==> src/rtl/crt_pkg.sv <==
// Shared types, constants and helpers for the contiguous run tracker.
// No dependencies; used by every module of the block.
package crt_pkg;

    localparam int POS_W       = 17;
    localparam int NODE_AW     = 17;
    localparam int NODE_DEPTH  = 1 << NODE_AW;
    localparam int LEVELS      = 17;
    localparam int LVL_W       = 5;
    localparam int STACK_AW    = 16;
    localparam int STACK_DEPTH = 1 << STACK_AW;

    localparam logic [POS_W-1:0] MAX_LEN    = POS_W'(65536);
    localparam logic [POS_W-1:0] STACK_FULL = POS_W'(STACK_DEPTH);

    typedef enum logic [1:0] {
        MODE_REMOVE  = 2'd0,
        MODE_RESTORE = 2'd1,
        MODE_QUERY   = 2'd2
    } mode_t;

    typedef enum logic [1:0] {
        SIDE_ROOT  = 2'd0,
        SIDE_LEFT  = 2'd1,
        SIDE_RIGHT = 2'd2
    } side_t;

    typedef enum logic [3:0] {
        ST_CLEAR,
        ST_IDLE,
        ST_POP,
        ST_DOWN,
        ST_LEAF,
        ST_UP_RD,
        ST_UP_WR,
        ST_Q_RD,
        ST_Q_EVAL,
        ST_SIB_RD,
        ST_SIB_EVAL,
        ST_Q_OUT
    } state_t;

    // full: node untouched since clear, runs equal the node's range length
    typedef struct packed {
        logic             full;
        logic [POS_W-1:0] lrun;
        logic [POS_W-1:0] rrun;
    } node_t;

    typedef struct packed {
        logic [POS_W-1:0] lrun;
        logic [POS_W-1:0] rrun;
    } run_pair_t;

    typedef struct packed {
        logic               we;
        logic [NODE_AW-1:0] waddr;
        node_t              wdata;
        logic [NODE_AW-1:0] raddr;
    } node_req_t;

    typedef struct packed {
        logic             push;
        logic             pop;
        logic             clear;
        logic [POS_W-1:0] data;
    } stack_req_t;

    typedef struct packed {
        logic             empty;
        logic             full;
        logic [POS_W-1:0] count;
        logic [POS_W-1:0] top;
    } stack_stat_t;

    function automatic run_pair_t node_runs(node_t n, logic [POS_W-1:0] len);
        run_pair_t r;
        if (n.full)
        begin
            r.lrun = len;
            r.rrun = len;
        end
        else
        begin
            r.lrun = n.lrun;
            r.rrun = n.rrun;
        end
        return r;
    endfunction

endpackage

==> src/rtl/crt_seq.sv <==
// Sequencer and shared datapath: clear sweep, tree update walk, run query walk.
// Depends on crt_pkg; drives crt_node_mem and crt_stack.
module crt_seq (
    input  logic                       clk,
    input  logic                       rst_n,
    input  logic                       cfg_we,
    input  logic [crt_pkg::POS_W-1:0]  cfg_data,
    input  logic                       in_valid,
    output logic                       in_stall,
    input  logic [1:0]                 mode,
    input  logic [crt_pkg::POS_W-1:0]  position,
    output logic                       out_valid,
    input  logic                       out_stall,
    output logic [crt_pkg::POS_W-1:0]  run_length,
    output crt_pkg::node_req_t         node_req,
    input  crt_pkg::node_t             node_rdata,
    output crt_pkg::stack_req_t        stack_req,
    input  crt_pkg::stack_stat_t       stack_stat
);
    import crt_pkg::*;

    state_t           state_reg, state_next;
    logic [POS_W-1:0] len_reg, len_next;
    logic [POS_W-1:0] pos_reg, pos_next;
    logic             intact_reg, intact_next;
    logic [NODE_AW-1:0] node_reg, node_next;
    logic [POS_W-1:0] lo_reg, lo_next;
    logic [POS_W-1:0] hi_reg, hi_next;
    logic [POS_W-1:0] plo_reg, plo_next;
    logic [POS_W-1:0] phi_reg, phi_next;
    logic [LVL_W-1:0] lvl_reg, lvl_next;
    side_t            side_reg, side_next;
    run_pair_t        cur_reg, cur_next;
    logic [POS_W-1:0] run_reg, run_next;
    logic [NODE_AW-1:0] clr_reg, clr_next;
    logic             out_valid_reg, out_valid_next;
    logic [POS_W-1:0] out_reg, out_next;
    logic [POS_W-1:0] lo_stk_reg [0:LEVELS-1];
    logic [POS_W-1:0] hi_stk_reg [0:LEVELS-1];

    logic             pos_ok, top_ok, out_free;
    logic [POS_W-1:0] cfg_len;
    logic [POS_W:0]   sum;
    logic [POS_W-1:0] mid;
    logic [LVL_W-1:0] lvl_m1;
    logic [POS_W-1:0] plo, phi, pmid;
    logic [POS_W:0]   psum;
    logic             is_left;
    run_pair_t        up_sib, up_l, up_r, up_new;
    logic [POS_W-1:0] len_l, len_r;
    run_pair_t        qr, sr;
    logic [POS_W-1:0] need_r, need_l;
    logic             hit_r, hit_l;

    assign pos_ok   = (position != '0) && (position <= len_reg);
    assign top_ok   = (stack_stat.top != '0) && (stack_stat.top <= len_reg);
    assign out_free = !out_valid_reg || !out_stall;

    always_comb
    begin
        cfg_len = cfg_data;
        if (cfg_data == '0)
        begin
            cfg_len = POS_W'(1);
        end
        else if (cfg_data > MAX_LEN)
        begin
            cfg_len = MAX_LEN;
        end
    end

    // down / query split point
    assign sum = {1'b0, lo_reg} + {1'b0, hi_reg};
    assign mid = sum[POS_W:1];

    // update: combine child and sibling into parent
    assign lvl_m1  = lvl_reg - 1'b1;
    assign plo     = lo_stk_reg[lvl_m1];
    assign phi     = hi_stk_reg[lvl_m1];
    assign psum    = {1'b0, plo} + {1'b0, phi};
    assign pmid    = psum[POS_W:1];
    assign len_l   = pmid - plo + 1'b1;
    assign len_r   = phi - pmid;
    assign is_left = !node_reg[0];
    assign up_sib  = node_runs(node_rdata, is_left ? len_r : len_l);
    assign up_l    = is_left ? cur_reg : up_sib;
    assign up_r    = is_left ? up_sib : cur_reg;
    assign up_new.lrun = (up_l.lrun == len_l) ? len_l + up_r.lrun : up_l.lrun;
    assign up_new.rrun = (up_r.rrun == len_r) ? len_r + up_l.rrun : up_r.rrun;

    // query at current node
    assign qr     = node_runs(node_rdata, hi_reg - lo_reg + 1'b1);
    assign need_r = hi_reg - pos_reg + 1'b1;
    assign need_l = pos_reg - lo_reg + 1'b1;
    assign hit_r  = (qr.rrun >= need_r);
    assign hit_l  = (qr.lrun >= need_l);
    assign sr     = node_runs(node_rdata,
                              (side_reg == SIDE_LEFT) ? phi_reg - hi_reg : lo_reg - plo_reg);

    // next state
    always_comb
    begin
        state_next = state_reg;
        unique case (state_reg)
            ST_CLEAR:
            begin
                if (clr_reg == '1)
                begin
                    state_next = ST_IDLE;
                end
            end
            ST_IDLE:
            begin
                if (in_valid)
                begin
                    case (mode)
                        MODE_REMOVE:  state_next = pos_ok ? ST_DOWN : ST_IDLE;
                        MODE_RESTORE: state_next = stack_stat.empty ? ST_IDLE : ST_POP;
                        MODE_QUERY:   state_next = pos_ok ? ST_Q_RD : ST_Q_OUT;
                        default:      state_next = ST_IDLE;
                    endcase
                end
            end
            ST_POP:      state_next = top_ok ? ST_DOWN : ST_IDLE;
            ST_DOWN:     state_next = (lo_reg == hi_reg) ? ST_LEAF : ST_DOWN;
            ST_LEAF:     state_next = (lvl_reg == '0) ? ST_IDLE : ST_UP_RD;
            ST_UP_RD:    state_next = ST_UP_WR;
            ST_UP_WR:    state_next = (lvl_reg == LVL_W'(1)) ? ST_IDLE : ST_UP_RD;
            ST_Q_RD:     state_next = ST_Q_EVAL;
            ST_Q_EVAL:
            begin
                if (hit_r || hit_l)
                begin
                    state_next = (side_reg == SIDE_ROOT) ? ST_Q_OUT : ST_SIB_RD;
                end
                else
                begin
                    state_next = (lo_reg == hi_reg) ? ST_Q_OUT : ST_Q_RD;
                end
            end
            ST_SIB_RD:   state_next = ST_SIB_EVAL;
            ST_SIB_EVAL: state_next = ST_Q_OUT;
            ST_Q_OUT:    state_next = out_free ? ST_IDLE : ST_Q_OUT;
            default:     state_next = ST_IDLE;
        endcase
        if (cfg_we)
        begin
            state_next = ST_CLEAR;
        end
    end

    // datapath and memory control
    always_comb
    begin
        len_next       = len_reg;
        pos_next       = pos_reg;
        intact_next    = intact_reg;
        node_next      = node_reg;
        lo_next        = lo_reg;
        hi_next        = hi_reg;
        plo_next       = plo_reg;
        phi_next       = phi_reg;
        lvl_next       = lvl_reg;
        side_next      = side_reg;
        cur_next       = cur_reg;
        run_next       = run_reg;
        clr_next       = clr_reg;
        out_next       = out_reg;
        out_valid_next = out_valid_reg && out_stall;
        node_req       = '0;
        stack_req      = '0;
        stack_req.data = position;

        unique case (state_reg)
            ST_CLEAR:
            begin
                node_req.we         = 1'b1;
                node_req.waddr      = clr_reg;
                node_req.wdata.full = 1'b1;
                clr_next            = clr_reg + 1'b1;
            end
            ST_IDLE:
            begin
                pos_next  = position;
                lo_next   = POS_W'(1);
                hi_next   = len_reg;
                node_next = NODE_AW'(1);
                lvl_next  = '0;
                side_next = SIDE_ROOT;
                run_next  = '0;
                if (in_valid)
                begin
                    case (mode)
                        MODE_REMOVE:
                        begin
                            intact_next    = 1'b0;
                            stack_req.push = pos_ok;
                        end
                        MODE_RESTORE:
                        begin
                            stack_req.pop = 1'b1;
                        end
                        default:
                        begin
                        end
                    endcase
                end
            end
            ST_POP:
            begin
                pos_next    = stack_stat.top;
                intact_next = 1'b1;
            end
            ST_DOWN:
            begin
                if (lo_reg != hi_reg)
                begin
                    lvl_next = lvl_reg + 1'b1;
                    if (pos_reg > mid)
                    begin
                        lo_next   = mid + 1'b1;
                        node_next = {node_reg[NODE_AW-2:0], 1'b1};
                    end
                    else
                    begin
                        hi_next   = mid;
                        node_next = {node_reg[NODE_AW-2:0], 1'b0};
                    end
                end
            end
            ST_LEAF:
            begin
                node_req.we         = 1'b1;
                node_req.waddr      = node_reg;
                node_req.wdata.full = 1'b0;
                node_req.wdata.lrun = POS_W'(intact_reg);
                node_req.wdata.rrun = POS_W'(intact_reg);
                cur_next.lrun       = POS_W'(intact_reg);
                cur_next.rrun       = POS_W'(intact_reg);
            end
            ST_UP_RD:
            begin
                node_req.raddr = {node_reg[NODE_AW-1:1], !node_reg[0]};
            end
            ST_UP_WR:
            begin
                node_req.we         = 1'b1;
                node_req.waddr      = {1'b0, node_reg[NODE_AW-1:1]};
                node_req.wdata.full = 1'b0;
                node_req.wdata.lrun = up_new.lrun;
                node_req.wdata.rrun = up_new.rrun;
                cur_next            = up_new;
                node_next           = {1'b0, node_reg[NODE_AW-1:1]};
                lvl_next            = lvl_m1;
            end
            ST_Q_RD:
            begin
                node_req.raddr = node_reg;
            end
            ST_Q_EVAL:
            begin
                if (hit_r)
                begin
                    run_next = qr.rrun;
                end
                else if (hit_l)
                begin
                    run_next = qr.lrun;
                end
                else if (lo_reg == hi_reg)
                begin
                    run_next = '0;
                end
                else
                begin
                    plo_next = lo_reg;
                    phi_next = hi_reg;
                    if (pos_reg > mid)
                    begin
                        lo_next   = mid + 1'b1;
                        node_next = {node_reg[NODE_AW-2:0], 1'b1};
                        side_next = SIDE_RIGHT;
                    end
                    else
                    begin
                        hi_next   = mid;
                        node_next = {node_reg[NODE_AW-2:0], 1'b0};
                        side_next = SIDE_LEFT;
                    end
                end
            end
            ST_SIB_RD:
            begin
                node_req.raddr = (side_reg == SIDE_LEFT) ? node_reg + 1'b1
                                                         : node_reg - 1'b1;
            end
            ST_SIB_EVAL:
            begin
                run_next = run_reg + ((side_reg == SIDE_LEFT) ? sr.lrun : sr.rrun);
            end
            ST_Q_OUT:
            begin
                if (out_free)
                begin
                    out_next       = run_reg;
                    out_valid_next = 1'b1;
                end
            end
            default:
            begin
            end
        endcase

        if (cfg_we)
        begin
            len_next        = cfg_len;
            clr_next        = '0;
            stack_req.clear = 1'b1;
        end
    end

    always_ff @(posedge clk or negedge rst_n)
    begin
        if (!rst_n)
        begin
            state_reg     <= ST_CLEAR;
            len_reg       <= MAX_LEN;
            clr_reg       <= '0;
            lvl_reg       <= '0;
            side_reg      <= SIDE_ROOT;
            out_valid_reg <= 1'b0;
        end
        else
        begin
            state_reg     <= state_next;
            len_reg       <= len_next;
            clr_reg       <= clr_next;
            lvl_reg       <= lvl_next;
            side_reg      <= side_next;
            out_valid_reg <= out_valid_next;
        end
    end

    always_ff @(posedge clk)
    begin
        pos_reg    <= pos_next;
        intact_reg <= intact_next;
        node_reg   <= node_next;
        lo_reg     <= lo_next;
        hi_reg     <= hi_next;
        plo_reg    <= plo_next;
        phi_reg    <= phi_next;
        cur_reg    <= cur_next;
        run_reg    <= run_next;
        out_reg    <= out_next;
        if (state_reg == ST_DOWN)
        begin
            lo_stk_reg[lvl_reg] <= lo_reg;
            hi_stk_reg[lvl_reg] <= hi_reg;
        end
    end

    assign in_stall   = (state_reg != ST_IDLE);
    assign out_valid  = out_valid_reg;
    assign run_length = out_reg;

endmodule

==> config.mk <==
export PLATFORM = sky130hd
export DESIGN_NAME = crt_seq
export DESIGN_NICKNAME = d
export VERILOG_FILES = /design/src/rtl/crt_pkg.sv /design/src/rtl/crt_seq.sv
export SDC_FILE = /design/constraint.sdc
export NUM_CORES = 2
export LEC_CHECK = 0
export BUFFER_PORTS_ARGS = -buffer_cell sky130_fd_sc_hd__buf_2
export CAP_MARGIN = 20
export CORE_MARGIN = 3
export CORE_UTILIZATION = 55
export DETAILED_ROUTE_END_ITERATION = 16
export PLACE_DENSITY_LB_ADDON = 0.05
export REMOVE_ABC_BUFFERS = 1
export SLEW_MARGIN = 20
export SYNTH_ARGS = -nofsm -noshare
export SYNTH_HDL_FRONTEND = slang
export SYNTH_SLANG_ARGS = --single-unit
export TNS_END_PERCENT = 20
==> constraint.sdc <==
create_clock -name clk -period 9.85 [get_ports clk]
set_input_delay 0.4925 -clock clk [delete_from_list [all_inputs] [get_ports clk]]
set_output_delay 0.4925 -clock clk [all_outputs]
set_load 0.005 [all_outputs]
Word-level counts from Yosys, hierarchy flattened
Memories as Yosys holds them, arrays and structs flattened.
Cells that the tools add are included.
Cells by class
  $add $sub $neg: 22
  magnitude comparators: 6
  eq/ne operators: 30
  multiplexer cells: 77
  bitwise gates (word level): 3
  reduce and logical (&&, ||, !) cells: 32
Operator list (number)
  $mux 17: 27
  $pmux 17 s3: 4
  $mux 34: 5
  $pmux 34 s2: 2
  $add 17x1->17 const B: 7
  $sub 17x17->17: 7
  $pmux 17 s4: 1
  $pmux 19 s3: 1
  $add 17x17->17: 3
  $eq 17x17->1: 3
  $pmux 4 s12: 1
  $add 17x17->18: 2
  $ge 17x17->1: 2
  $le 17x17->1: 2
  $pmux 17 s2: 1
  $reduce_bool 17->1: 2
  $mux 4: 7
  $mux 2: 10
  $eq 17x17->1 const B: 1
  $gt 17x17->1: 1
  $gt 17x17->1 const B: 1
  $logic_not 17->1: 1
  $ne 17x17->1: 1
  $sub 17x1->17 const B: 1
  34 further kinds: 77
Word-level totals
  register bits: 217
  memory bits (writable): 578
  input port bits: 112
  output and inout port bits: 109
  word-level logic and storage cells: 189
  memories: 2
Memories
  hi_stk_reg: depth 17, bits a word 17, rd ports 1, clocked after memory_dff 0, write ports 1, line crt_seq.sv:39  | logic [POS_W-1:0] hi_stk_reg [0:LEVELS-1];
  lo_stk_reg: depth 17, bits a word 17, rd ports 1, clocked after memory_dff 0, write ports 1, line crt_seq.sv:38  | logic [POS_W-1:0] lo_stk_reg [0:LEVELS-1];

Depth between registers and ports, before layout
An unclocked memory read counts as a cell.
  word-level depth: 11
  depth in mapped cells: 52

Least setup slack after synthesis
Ideal clock, no wire load.
  path kind: register to output
  start: reg lvl_reg[0]
  end: out node_req[33] (netlist name)
  data arrival time: 10.175 ns
  required time: 9.358 ns
  setup slack: -0.817 ns
  cell stages (with the launch flop): 45
  buffers on the path: 11
  cells stage by stage: dfrtp_1 -> buf_6 -> buf_6 -> buf_4 -> buf_2 -> clkbuf_1 -> clkbuf_1 -> inv_1 -> ha_1 -> buf_2 -> buf_2 -> buf_1 -> clkbuf_1 -> clkbuf_1 -> mux4_2 -> mux4_2 -> nand2_1 -> nand2_1 -> (+9 left out) -> ha_1 -> o21a_1 -> o21ai_0 -> o21bai_1 -> xor2_1 -> nand2_1 -> a31oi_1 -> ha_1 -> and3_1 -> a211o_1 -> a21o_1 -> a21oi_1 -> o211ai_1 -> a31oi_1 -> xnor2_1 -> xnor2_1 -> o21ai_0 -> o31ai_1
RTL lines
  from (decl): line crt_seq.sv:31  | logic [LVL_W-1:0] lvl_reg, lvl_next;
  from (signal assigned): line crt_seq.sv:338  | lvl_reg <= lvl_next;
  to (decl): line crt_seq.sv:15  | output crt_pkg::node_req_t node_req,

==> reports/results.txt <==
outcome - completed
antenna violations before repair - 2
routability congestion estimate from global placement - 1.01
shortest period the worst path allows - 9370 ps
Synth Cell Area - 46700 sq um
row count - 106
CTS clock-pin slew for the worst setup and hold paths - 60 ps
Worst Clk Skew - 40.7 ps
clock network fraction of total power - 0.457
Worst IR Drop VDD - 0.170 mV
DRC violation total after the first TritonRoute iteration - 3178
Final ANT Viol Nets - 0
vertical extent of the die - 297 um
Cell Count, Final, Fillers Out - 5350
clock buffers created by TritonCTS - 85
main combinational cell family by area after synthesis - compound AO/OA/AOI/OAI gates
number of synthesized register bits - 795
startpoint of the most critical register-to-register path - lvl_reg[0]
number of H-tree levels - 3
cell with the largest stage delay on the worst path - sky130_fd_sc_hd__dfrtp_4
data required time of the critical path - 9360 ps
Slew HR - 0.245
GRT Residual Overflow - 0
path category of the worst min-delay check - in2reg
Adder-Cell Fraction of Synth Area - 0.102
fin. max-slew vios - 0
count of TritonRoute iterations in the first routing pass - 5
cell area after placement - 49600 sq um
CTS root buffer - sky130_fd_sc_hd__clkbuf_16
asr flop ratio synth - 0.0579
clock latency of the later-clocked register in the worst-skew pair - 670 ps
total clock sinks - 795
basic-gate share of the synthesized area counting and, or, nand and nor cells - 0.0878
total instance count after detailed placement - 5170
Switching Share - 0.214
origin of the worst min-delay path - cfg_data[10]
clk buf depth - 3
antenna diode count - 0
count of endpoints failing hold in the final timing report - 0
first-pass GRT wire length - 198000 um
delay contributed by the slowest stage of the critical path - 540 ps
complex-gate fraction of the synthesized area - 0.119
CP dominant cell by count - sky130_fd_sc_hd__a21o_1
highest attainable clock frequency - 107 MHz
XOR/XNOR share of the synthesized area - 0.0509
via count of the first global-routing pass - 31200
cell type contributing the most total cell area after synthesis - sky130_fd_sc_hd__edfxtp_1
post-synth top area share - 0.482
detailed-route DRC error count - 0
power per standard cell area - 136 nW/um^2
Post-synth EDFFs - 749
gate count of the mapped netlist - 3874
P_leak - 0.0216 uW
io pins - 221
most frequent standard cell in the layout excluding fill and tap cells - sky130_fd_sc_hd__edfxtp_1
overall via count from detail_route - 32700
sequential group share of total power - 0.506
number of I/O port buffers - 202
type of the setup path with the least slack - reg2out
worst path arrival time - 8880 ps
Total Routed Length - 134000 um
area delta synth->final - 13.8%
area of the core - 83800 sq um
ratio of cells with drive above 1 in the final layout - 0.182
pin count of the biggest net entering global routing - 85
Least-Margin Pin Slew - 1130 ps
dominant register cell in the synthesized netlist - sky130_fd_sc_hd__edfxtp_1
Setup crit start - lvl_reg[0]
TritonCTS clock tree - built
synth unique cells - 93
startpoint type of the worst setup path - register
detail-routed net length per standard cell - 25.1 um
Overall Global Routing Usage - 0.297
Util after Layout - 0.633
final number of setup-violating endpoints - 0
highest net fanout along the worst path - 28
area of all placed cells without fillers - 53100 sq um
proportion of power drawn by combinational gates - 0.036
buffers and inverters on the worst path - 5
average cell area after synthesis - 12.0 sq um
synth top area cells - sky130_fd_sc_hd__edfxtp_1 (48%), sky130_fd_sc_hd__ha_1 (9.6%), sky130_fd_sc_hd__mux4_2 (8.0%)
top cell family by delay on the critical path - compound AO/OA/AOI/OAI gates
ratio of final minimum period to clock period - 0.951
effective utilization at floorplan - 0.557
Via density - 6.12
area of the die - 88400 sq um
portion of netlist area occupied by mux cells - 0.0974
CP endpoint kind - primary output
fraction of the yosys area taken by sequential cells - 0.507
post-DP HPWL - 93100 um
NetSw - 1540 uW
Synthesis Warnings - 0
commonest cells after routing, fill and taps aside - sky130_fd_sc_hd__edfxtp_1 (749), sky130_fd_sc_hd__nand2_1 (370), sky130_fd_sc_hd__ha_1 (353)
number of violations of the max-capacitance limit - 0
internal power - 5670 uW
Post-layout nets - 4628
width of the die - 297 um
[tightest hold or removal path: stages]
cell and delay, ps:
sky130_fd_sc_hd__buf_2 90, sky130_fd_sc_hd__nand2_1 40, sky130_fd_sc_hd__o21ai_0 60
[logic make-up after synthesis]
logic type | count (synthesis)
DFF | 795
adders and majority gates | 374
AOI/OAI and AO/OA | 866
muxes | 240
xor gates and xnor gates | 264
and+or+nand+nor | 919
buffers and inverters | 416
[per-stage QoR]
| stage | worst slack (ps) | TNS (ps) | hold slack (ps) | total power, uW |
|---|---|---|---|---|
| 2_1_floorplan | -6480 | -418930 | 197 | 3870 |
| 3_3_place_gp | 508 | 0 | 452 | 3980 |
| 3_5_place_dp | 472 | 0 | 453 | 3980 |
| 4_1_cts | 1.44 | 0 | 34.5 | 7260 |
| 5_1_grt | -22.5 | -22.5 | 62.9 | 7430 |
| 6_report | 480 | 0 | 63.9 | 7220 |
[cell usage after synthesis, types with 31 or more instances]
cell type	instances
sky130_fd_sc_hd__a21o_1	80
sky130_fd_sc_hd__a21oi_1	270
sky130_fd_sc_hd__a31oi_1	40
sky130_fd_sc_hd__clkbuf_1	93
sky130_fd_sc_hd__dfrtp_1	45
sky130_fd_sc_hd__edfxtp_1	749
sky130_fd_sc_hd__ha_1	359
sky130_fd_sc_hd__inv_1	260
sky130_fd_sc_hd__mux2_2	42
sky130_fd_sc_hd__mux2i_1	31
sky130_fd_sc_hd__mux4_2	166
sky130_fd_sc_hd__nand2_1	374
sky130_fd_sc_hd__nor2_1	282
sky130_fd_sc_hd__nor3_1	41
sky130_fd_sc_hd__o21a_1	60
sky130_fd_sc_hd__o21ai_0	168
sky130_fd_sc_hd__o21bai_1	53
sky130_fd_sc_hd__xnor2_1	171
sky130_fd_sc_hd__xor2_1	86
[worst paths after layout]
path                            endpoint  slack (ps)  cells after the start
max                         node_req[33]         480                     37
min                          len_reg[10]          60                      3
max reg2reg                   cur_reg[8]        1530                     36
min reg2reg                run_length[4]         470                      0
max in group asynchronous     lvl_reg[0]        8900                      3
min in group asynchronous    len_reg[11]         470                      3
[layout make-up]
cell class,count,area [sq um]
clock inverters,54,683
flip-flops and latches,795,23600
inverters,263,987
repair buffers,336,2310
clock buffers,105,2220
multi-input cells,2663,21800
fillers,6540,30700
well taps,1134,1420
[what timing repair did]
action / 4_1_cts / 5_1_grt
cloned: 1 / 6
setup buffers: 0 / 13
setup endpoints to repair: 14 / 29
pin swaps: 0 / 12
gates resized for setup: 10 / 62
hold buffers: 1 / 0
hold endpoints to repair: 45 / 0
[metal layers]
layer,track usage,routed length [um],up-vias
li1,-,-,15100
met1,0.437,59300,16200
met2,0.460,61000,1280
met3,0.0393,9430,196
met4,0.0962,4530,0
met5,0,0,-
[power groups by stage]
stage,combinational (uW),sequential (uW),clock (uW)
after floorplan,147,3720,0
after global placement,253,3730,0
after detailed placement,256,3730,0
after CTS,258,3650,3350
after global routing,288,3650,3490
final,262,3660,3300
Note: power is estimated with default switching activity, not from simulation.
